## src/tte_pkg.sv

```systemverilog
package tte_pkg;

    localparam int unsigned DIV_W = 32;

    localparam logic [31:0] OSC_NUMERATOR    = 32'h4000_0000;
    localparam int unsigned MACRO_FACTOR     = 2304;
    localparam int unsigned FACTOR_A         = 16;
    localparam int unsigned FACTOR_B         = 12;
    localparam int unsigned US_PER_MS        = 1000;
    localparam int unsigned BUDGET_OFFSET_US = 4300;
    localparam int unsigned MIN_BUDGET_MS    = 5;

    localparam logic REG_FREQ = 1'b0;

    typedef enum logic [3:0] {
        S_IDLE,
        S_CHK_IN,
        S_DIV_OSC,
        S_DIVISORS,
        S_CHK_DIV,
        S_DIV_A,
        S_NORM_A,
        S_DIV_B,
        S_NORM_B,
        S_DONE
    } t_state;

    typedef enum logic [1:0] {
        SEL_OSC,
        SEL_A,
        SEL_B
    } t_div_sel;

    typedef struct packed {
        logic     load;
        logic     div_start;
        t_div_sel div_sel;
        logic     cap_macro;
        logic     cap_divs;
        logic     set_bad;
        logic     norm_load;
        logic     norm_shift;
        logic     store_a;
        logic     store_b;
    } t_cmd;

    typedef struct packed {
        logic bad;
        logic div_done;
        logic div_zero;
        logic norm_fit;
    } t_status;

endpackage

```

## src/tte_div.sv

```systemverilog
module tte_div (
    input  logic                     i_clk,
    input  logic                     i_rst_n,
    input  logic                     i_start,
    input  logic [tte_pkg::DIV_W-1:0] i_dividend,
    input  logic [tte_pkg::DIV_W-1:0] i_divisor,
    output logic                     o_done,
    output logic [tte_pkg::DIV_W-1:0] o_quotient
);
    import tte_pkg::*;

    localparam int unsigned CNT_W = $clog2(DIV_W);
    localparam logic [CNT_W-1:0] LAST_STEP = CNT_W'(DIV_W - 1);

    logic             r_busy;
    logic             r_done;
    logic [CNT_W-1:0] r_cnt;
    logic [DIV_W-1:0] r_rem;
    logic [DIV_W-1:0] r_quo;
    logic [DIV_W-1:0] r_dsr;

    logic [DIV_W:0]   w_shift;
    logic [DIV_W:0]   w_diff;
    logic             w_ge;

    // restoring step: one quotient bit per cycle, MSB first
    assign w_shift = {r_rem, r_quo[DIV_W-1]};
    assign w_diff  = w_shift - {1'b0, r_dsr};
    assign w_ge    = ~w_diff[DIV_W];

    always_ff @(posedge i_clk) begin
        if (!i_rst_n) begin
            r_busy <= 1'b0;
            r_done <= 1'b0;
            r_cnt  <= '0;
        end else begin
            r_done <= 1'b0;
            if (i_start) begin
                r_busy <= 1'b1;
                r_cnt  <= '0;
            end else if (r_busy) begin
                r_cnt <= r_cnt + 1'b1;
                if (r_cnt == LAST_STEP) begin
                    r_busy <= 1'b0;
                    r_done <= 1'b1;
                end
            end
        end
    end

    always_ff @(posedge i_clk) begin
        if (i_start) begin
            r_rem <= '0;
            r_quo <= i_dividend;
            r_dsr <= i_divisor;
        end else if (r_busy) begin
            r_rem <= w_ge ? w_diff[DIV_W-1:0] : w_shift[DIV_W-1:0];
            r_quo <= {r_quo[DIV_W-2:0], w_ge};
        end
    end

    assign o_done     = r_done;
    assign o_quotient = r_quo;

endmodule

```

## src/tte_dp.sv

```systemverilog
module tte_dp (
    input  logic             i_clk,
    input  logic             i_rst_n,
    input  tte_pkg::t_cmd    i_cmd,
    output tte_pkg::t_status o_status,
    input  logic [15:0]      i_freq,
    input  logic [10:0]      i_budget,
    output logic [15:0]      o_timeout_a,
    output logic [15:0]      o_timeout_b,
    output logic             o_bad_request
);
    import tte_pkg::*;

    logic [31:0] r_num;
    logic [25:0] r_macro;
    logic [25:0] r_div_a;
    logic [25:0] r_div_b;
    logic [31:0] r_norm;
    logic [4:0]  r_exp;
    logic [15:0] r_word_a;
    logic [15:0] r_word_b;
    logic        r_bad;

    logic [20:0]      w_us;
    logic [31:0]      w_macro_prod;
    logic [31:0]      w_prod_a;
    logic [31:0]      w_prod_b;
    logic [DIV_W-1:0] w_dividend;
    logic [DIV_W-1:0] w_divisor;
    logic             w_div_done;
    logic [DIV_W-1:0] w_quo;
    logic [15:0]      w_word;

    // wraps for budgets below the minimum; those requests are flagged anyway
    assign w_us = 21'(i_budget * 21'(US_PER_MS)) - 21'(BUDGET_OFFSET_US);

    assign w_macro_prod = 32'(w_quo * 32'(MACRO_FACTOR));
    assign w_prod_a     = 32'(r_macro * 32'(FACTOR_A));
    assign w_prod_b     = 32'(r_macro * 32'(FACTOR_B));

    always_comb begin
        w_dividend = OSC_NUMERATOR;
        w_divisor  = {16'h0000, i_freq};
        case (i_cmd.div_sel)
            SEL_A: begin
                w_dividend = r_num + 32'(r_div_a[25:1]);
                w_divisor  = 32'(r_div_a);
            end
            SEL_B: begin
                w_dividend = r_num + 32'(r_div_b[25:1]);
                w_divisor  = 32'(r_div_b);
            end
            default: begin
                w_dividend = OSC_NUMERATOR;
                w_divisor  = {16'h0000, i_freq};
            end
        endcase
    end

    tte_div u_div (
        .i_clk      (i_clk),
        .i_rst_n    (i_rst_n),
        .i_start    (i_cmd.div_start),
        .i_dividend (w_dividend),
        .i_divisor  (w_divisor),
        .o_done     (w_div_done),
        .o_quotient (w_quo)
    );

    assign w_word = {3'b000, r_exp, r_norm[7:0]};

    always_ff @(posedge i_clk) begin
        if (i_cmd.load) begin
            r_num    <= {w_us[20:1], 12'h000};
            r_bad    <= (i_freq == 16'h0000) || (i_budget < 11'(MIN_BUDGET_MS));
            r_word_a <= '0;
            r_word_b <= '0;
        end
        if (i_cmd.set_bad) begin
            r_bad <= 1'b1;
        end
        if (i_cmd.cap_macro) begin
            r_macro <= w_macro_prod[31:6];
        end
        if (i_cmd.cap_divs) begin
            r_div_a <= 26'(w_prod_a[31:6]);
            r_div_b <= 26'(w_prod_b[31:6]);
        end
        if (i_cmd.norm_load) begin
            r_norm <= (w_quo == '0) ? '0 : w_quo - 1'b1;
            r_exp  <= '0;
        end else if (i_cmd.norm_shift) begin
            r_norm <= {1'b0, r_norm[31:1]};
            r_exp  <= r_exp + 1'b1;
        end
        if (i_cmd.store_a) begin
            r_word_a <= w_word;
        end
        if (i_cmd.store_b) begin
            r_word_b <= w_word;
        end
    end

    assign o_status.bad      = r_bad;
    assign o_status.div_done = w_div_done;
    assign o_status.div_zero = (r_div_a == '0) || (r_div_b == '0);
    assign o_status.norm_fit = (r_norm[31:8] == '0);

    assign o_timeout_a   = r_word_a;
    assign o_timeout_b   = r_word_b;
    assign o_bad_request = r_bad;

endmodule

```

## src/tte_ctrl.sv

```systemverilog
module tte_ctrl (
    input  logic             i_clk,
    input  logic             i_rst_n,
    input  logic             i_start,
    input  tte_pkg::t_status i_status,
    output tte_pkg::t_cmd    o_cmd,
    output logic             o_busy,
    output logic             o_done
);
    import tte_pkg::*;

    t_state r_state;
    t_state n_state;

    always_ff @(posedge i_clk) begin
        if (!i_rst_n) begin
            r_state <= S_IDLE;
        end else begin
            r_state <= n_state;
        end
    end

    always_comb begin
        n_state = r_state;
        o_cmd   = '0;
        o_done  = 1'b0;
        o_busy  = (r_state != S_IDLE);
        unique case (r_state)
            S_IDLE: begin
                if (i_start) begin
                    o_cmd.load = 1'b1;
                    n_state    = S_CHK_IN;
                end
            end
            S_CHK_IN: begin
                if (i_status.bad) begin
                    n_state = S_DONE;
                end else begin
                    o_cmd.div_start = 1'b1;
                    o_cmd.div_sel   = SEL_OSC;
                    n_state         = S_DIV_OSC;
                end
            end
            S_DIV_OSC: begin
                if (i_status.div_done) begin
                    o_cmd.cap_macro = 1'b1;
                    n_state         = S_DIVISORS;
                end
            end
            S_DIVISORS: begin
                o_cmd.cap_divs = 1'b1;
                n_state        = S_CHK_DIV;
            end
            S_CHK_DIV: begin
                if (i_status.div_zero) begin
                    o_cmd.set_bad = 1'b1;
                    n_state       = S_DONE;
                end else begin
                    o_cmd.div_start = 1'b1;
                    o_cmd.div_sel   = SEL_A;
                    n_state         = S_DIV_A;
                end
            end
            S_DIV_A: begin
                if (i_status.div_done) begin
                    o_cmd.norm_load = 1'b1;
                    n_state         = S_NORM_A;
                end
            end
            S_NORM_A: begin
                if (i_status.norm_fit) begin
                    o_cmd.store_a   = 1'b1;
                    o_cmd.div_start = 1'b1;
                    o_cmd.div_sel   = SEL_B;
                    n_state         = S_DIV_B;
                end else begin
                    o_cmd.norm_shift = 1'b1;
                end
            end
            S_DIV_B: begin
                if (i_status.div_done) begin
                    o_cmd.norm_load = 1'b1;
                    n_state         = S_NORM_B;
                end
            end
            S_NORM_B: begin
                if (i_status.norm_fit) begin
                    o_cmd.store_b = 1'b1;
                    n_state       = S_DONE;
                end else begin
                    o_cmd.norm_shift = 1'b1;
                end
            end
            S_DONE: begin
                o_done  = 1'b1;
                n_state = S_IDLE;
            end
            default: begin
                n_state = S_IDLE;
            end
        endcase
    end

endmodule

```

## src/tof_timing_budget_encoder_top.sv

```systemverilog
// Timing-budget encoder: pulse start with i_budget while busy is low; the
// result (o_timeout_a, o_timeout_b, o_bad_request) is valid for the single
// cycle in which o_done is high and must be taken then. Three divisions
// share one restoring divider at 32 steps each (oscillator period, then
// phase A, then phase B), and each timeout word is normalized by one right
// shift per cycle, up to 24 shifts per word. A zero frequency or a budget
// under 5 ms goes from the input check straight to done, a zero divisor
// from the divisor check, both with o_bad_request set and both words zero.
// The frequency register is written over the configuration port at byte
// address 0 and should only be changed while busy is low.
module tof_timing_budget_encoder_top (
    input  logic        i_clk,
    input  logic        i_rst_n,
    input  logic        start,
    output logic        busy,
    input  logic [10:0] i_budget,
    output logic        o_done,
    output logic [15:0] o_timeout_a,
    output logic [15:0] o_timeout_b,
    output logic        o_bad_request,
    input  logic        psel,
    input  logic        penable,
    input  logic        pwrite,
    input  logic [2:0]  paddr,
    input  logic [31:0] pwdata,
    output logic [31:0] prdata,
    output logic        pready
);
    import tte_pkg::*;

    logic [15:0] r_freq;
    logic        w_reg_idx;
    logic        w_wr;
    t_cmd        w_cmd;
    t_status     w_status;

    assign pready    = 1'b1;
    assign w_reg_idx = paddr[2];
    assign w_wr      = psel & penable & pwrite & pready;

    always_ff @(posedge i_clk) begin
        if (!i_rst_n) begin
            r_freq <= '0;
        end else if (w_wr && (w_reg_idx == REG_FREQ)) begin
            r_freq <= pwdata[15:0];
        end
    end

    always_comb begin
        unique case (w_reg_idx)
            REG_FREQ: prdata = {16'h0000, r_freq};
            default:  prdata = '0;
        endcase
    end

    tte_ctrl u_ctrl (
        .i_clk    (i_clk),
        .i_rst_n  (i_rst_n),
        .i_start  (start),
        .i_status (w_status),
        .o_cmd    (w_cmd),
        .o_busy   (busy),
        .o_done   (o_done)
    );

    tte_dp u_dp (
        .i_clk         (i_clk),
        .i_rst_n       (i_rst_n),
        .i_cmd         (w_cmd),
        .o_status      (w_status),
        .i_freq        (r_freq),
        .i_budget      (i_budget),
        .o_timeout_a   (o_timeout_a),
        .o_timeout_b   (o_timeout_b),
        .o_bad_request (o_bad_request)
    );

`ifndef SYNTHESIS
    a_bad_zero: assert property (@(posedge i_clk) disable iff (!i_rst_n)
        o_done && o_bad_request |-> (o_timeout_a == 16'h0000) && (o_timeout_b == 16'h0000))
        else $error("bad request with nonzero timeout");

    a_done_idle: assert property (@(posedge i_clk) disable iff (!i_rst_n)
        o_done |=> !busy && !o_done)
        else $error("controller not idle after result");

    a_start_busy: assert property (@(posedge i_clk) disable iff (!i_rst_n)
        start && !busy |=> busy)
        else $error("accepted request did not raise busy");

    a_exp_range: assert property (@(posedge i_clk) disable iff (!i_rst_n)
        o_done && !o_bad_request |-> (o_timeout_a[15:8] <= 8'd24) && (o_timeout_b[15:8] <= 8'd24))
        else $error("timeout exponent out of range");
`endif

endmodule

```

## config.mk

```make
export PLATFORM = sky130hd
export DESIGN_NAME = tof_timing_budget_encoder_top
export DESIGN_NICKNAME = d
export VERILOG_FILES = /design/src/tte_pkg.sv /design/src/tte_div.sv /design/src/tte_dp.sv /design/src/tte_ctrl.sv /design/src/tof_timing_budget_encoder_top.sv
export SDC_FILE = /design/constraint.sdc
export NUM_CORES = 1
export LEC_CHECK = 0
export ABC_AREA = 1
export BUFFER_PORTS_ARGS = -buffer_cell sky130_fd_sc_hd__buf_2
export CAP_MARGIN = 20
export CELL_PAD_IN_SITES_DETAIL_PLACEMENT = 1
export CELL_PAD_IN_SITES_GLOBAL_PLACEMENT = 2
export CORE_ASPECT_RATIO = 1.4
export CORE_MARGIN = 5
export CORE_UTILIZATION = 37
export CTS_CLUSTER_DIAMETER = 30
export CTS_CLUSTER_SIZE = 10
export DETAILED_ROUTE_END_ITERATION = 12
export GPL_TIMING_DRIVEN = 1
export PLACE_DENSITY = 0.87
export SETUP_SLACK_MARGIN = 0.05
export SYNTH_ARGS = -nofsm -noshare
export SYNTH_HDL_FRONTEND = slang
export SYNTH_HIERARCHICAL = 1
export SYNTH_SLANG_ARGS = --single-unit
```

## constraint.sdc

```tcl
create_clock -name i_clk -period 6.4 [get_ports i_clk]
set_input_delay 0.96 -clock i_clk [delete_from_list [all_inputs] [get_ports i_clk]]
set_output_delay 0.96 -clock i_clk [all_outputs]
set_load 0.05 [all_outputs]
```

==> results.cfg <==
[timing]
slew_headroom_pct = 34.5
fin_crit_sh_pct = 80.6
maxSlewViolCount = 0
hold_ws_ps = 455
max_freq_mhz = 194
hold_viol_final = 0
tns_ps = 0
worstMarginPinSlew_ps = 982
rsz0062_at_grt = no
setup_viol = 0
fin_crit_ps = 5160
fin_skew_ps = 19.3
postLayoutSetupSlackWorst_ps = 1240

[yosys]
synth.most_common_cell = nand2_1
ys_ff_latch = 277
synth_area_sq_mm = 0.0212
synth_area_per_cell_sq_um = 7.50
ys_async_sr_fraction_pct = 0
synth_top_cells_by_count = nand2_1 (842), inv_1 (518), edfxtp_1 (212)
synth-main-ff-cell = edfxtp_1
postSynthCellCount = 2822
synth_area_leaders = edfxtp_1 (30%), nand2_1 (15%), ha_1 (9.6%), inv_1 (9.2%), dfxtp_1 (6.2%)
seq_area_frac_synth_pct = 36.2
yosys_warnings = 6
synth_top_area_share_pct = 30.1
synth-edff-count = 212
synth.distinct_cells = 62
yosys.area.top_type = edfxtp_1

[pwr]
power.leakage_uw = 0.0118
max-vdd-ir-drop_mv = 0.278
powerDensity_mw_per_mm2 = 518

[floorplanning]
die_w_um = 212
die_h_um = 293
io_pins = 120
std_cell_rows = 103
start_util_pct = 37.4
die-area_sq_mm = 0.0621
core_sq_mm = 0.0566

[routing]
postRouteWirelength_um = 63900
vias = 18300
antenna_left = 0
drc = 0
via_per_inst = 4.96
wl_per_cell_um = 17.3
dr.first_iter.drc_count = 712
first_pass_iters = 4

[global_routing]
grt_pass1_wl_um = 103000
first_global_vias = 20200
grt_overflow_total = 0
antenna_found_initial = 1
grt_max_degree = 49
track_usage_pct = 20.4

[worst_setup_path]
reg2reg_setup_slack_ps = 1240
cp.arrival_ps = 5590
crit_fanout = 23
end_kind = flop
crit_required_ps = 6830
worstSetupStartpointType = flop
worstSetupPathType = reg2reg

[place]
dp.cells = 3604
hpwl_um = 51600
port_buffers = 78
place_area_sq_mm = 0.0222
pre_cts_ws_ps = 738
gp_congestion = 0.896

[status]
status = completed

[cts]
htreeDepth = 2
clock_sinks = 277
clkTransAtPathRegs_ps = 50
cts_tree = built
root_buffer = clkbuf_16
clock_path_buffers = 3
clock_latency_ps = 570
cts_resized = 0
holdBufCountCts = 0
numCtsBuffers = 50
post-cts-setup-buffers = 0

[cells_and_area]
nets = 3174
drive_above_1_share_pct = 9.46
area_growth_pct = 13.2
final_cells = 3696
final_cell_area_sq_mm = 0.0239
antenna_cells = 0

[run]
max_cap_violations = 0

[min_path]
hold_class = reg2reg
metal layers:
metal / global-route usage (%) / vias to the layer above / share of wire [%]
li1: - / 9108 / -
met1: 20.7 / 8893 / 37
met2: 41.9 / 194 / 57
met3: 1.85 / 122 / 1.9
met4: 8.00 / 0 / 4.1
met5: 0 / - / 0
logic make-up after synthesis:
| kind of cell | Yosys count | synth area share [%] |
|---|---|---|
| fa+ha+maj | 199 | 13.1 |
| flops | 277 | 36.2 |
| compound gates | 284 | 7.25 |
| other cells | 3 | 0.0532 |
| buf+inv | 605 | 11.6 |
| xor+xnor | 99 | 4.13 |
| simple gates | 1355 | 27.7 |
power breakdown:
part / switching [uW] / internal [uW]
Clock: 960 / 1650
Sequential: 492 / 2740
Combinational: 4490 / 2090
stage by stage:
| step | utilization, % | power, uW |
|---|---|---|
| 3_3_place_gp | 39.3 | 9630 |
| 3_5_place_dp | 39.3 | 9800 |
| 5_1_grt | 42.3 | 13500 |
| 2_1_floorplan | - | 7880 |
| 4_1_cts | 42.2 | 12500 |
| 6_report | 42.3 | 12400 |
critical path, cell delays in order, from the launching register on:
cell and delay [ps]:
edfxtp_1 360, inv_1 100, nand3_1 80, nor3_1 290, nand3_1 180, o31ai_1 470
inv_1 80, nand2_1 160, inv_1 110, inv_1 80, ha_1 630, nand2_1 150
o21ai_0 330, inv_1 180, fa_1 410, inv_1 100, nand3_1 70, nand2_1 140
nand4_1 140, a21oi_1 430, a21oi_1 130, nor3b_1 240, nand2_1 80, nand2_1 80
layout make-up:
type	instances	area, sq um
repair buffers	90	520
well taps	735	920
clock buffers	57	1350
clock inverters	33	309
inverters	536	2010
multi-input cells	1968	11200
flip-flops and latches	277	7670
fillers	7094	32600
flip-flops by register name, summed over array words and instances, names as in the netlist:
register               cells
u_dp/r_norm               32
u_dp/r_num                18
u_dp/r_macro              24
u_dp/u_div/r_cnt           5
u_dp/o_bad_request         1
u_dp/r_exp                 5
u_dp/u_div/r_busy          1
u_ctrl/r_state             4
u_dp/u_div/r_dsr          32
u_dp/u_div/o_quotient     32
u_dp/r_div_a              24
u_dp/u_div/r_rem          32
u_dp/o_timeout_b          13
u_dp/r_div_b              24
u_dp/o_timeout_a          13
r_freq                    16
u_dp/u_div/o_done          1
cell usage in the layout (no fill, tap or decap), types with 6 or more instances in the layout:
master,n
buf_2,78
or2_2,6
nor2_2,35
o21bai_1,9
buf_4,10
clkinv_2,7
a21o_1,6
a21oi_1,121
nand2_4,6
o22ai_1,7
and2_1,6
inv_6,9
inv_2,16
nand2_2,16
edfxtp_1,212
fa_1,37
conb_1,31
nor4_1,15
xor2_1,61
clkbuf_16,53
nor3_1,28
ha_1,162
o21ai_0,114
nand4_1,42
nand3_1,145
dfxtp_1,65
nor2_4,9
nand2_1,842
inv_1,517
nor2_1,181
xnor2_1,37
clkinvlp_4,9
worst paths after layout:
check,startpoint,endpoint,cells after the start
worst max-delay path,u_dp/r_div_a[5],u_dp/u_div/o_quotient[31],23
worst min-delay path,u_dp/r_macro[2],u_dp/r_div_a[0],0
worst max register to register,u_dp/r_div_a[5],u_dp/u_div/o_quotient[31],23
worst min register to register,u_dp/r_macro[2],u_dp/r_div_a[0],0
Power figures use the tool's default switching activity.
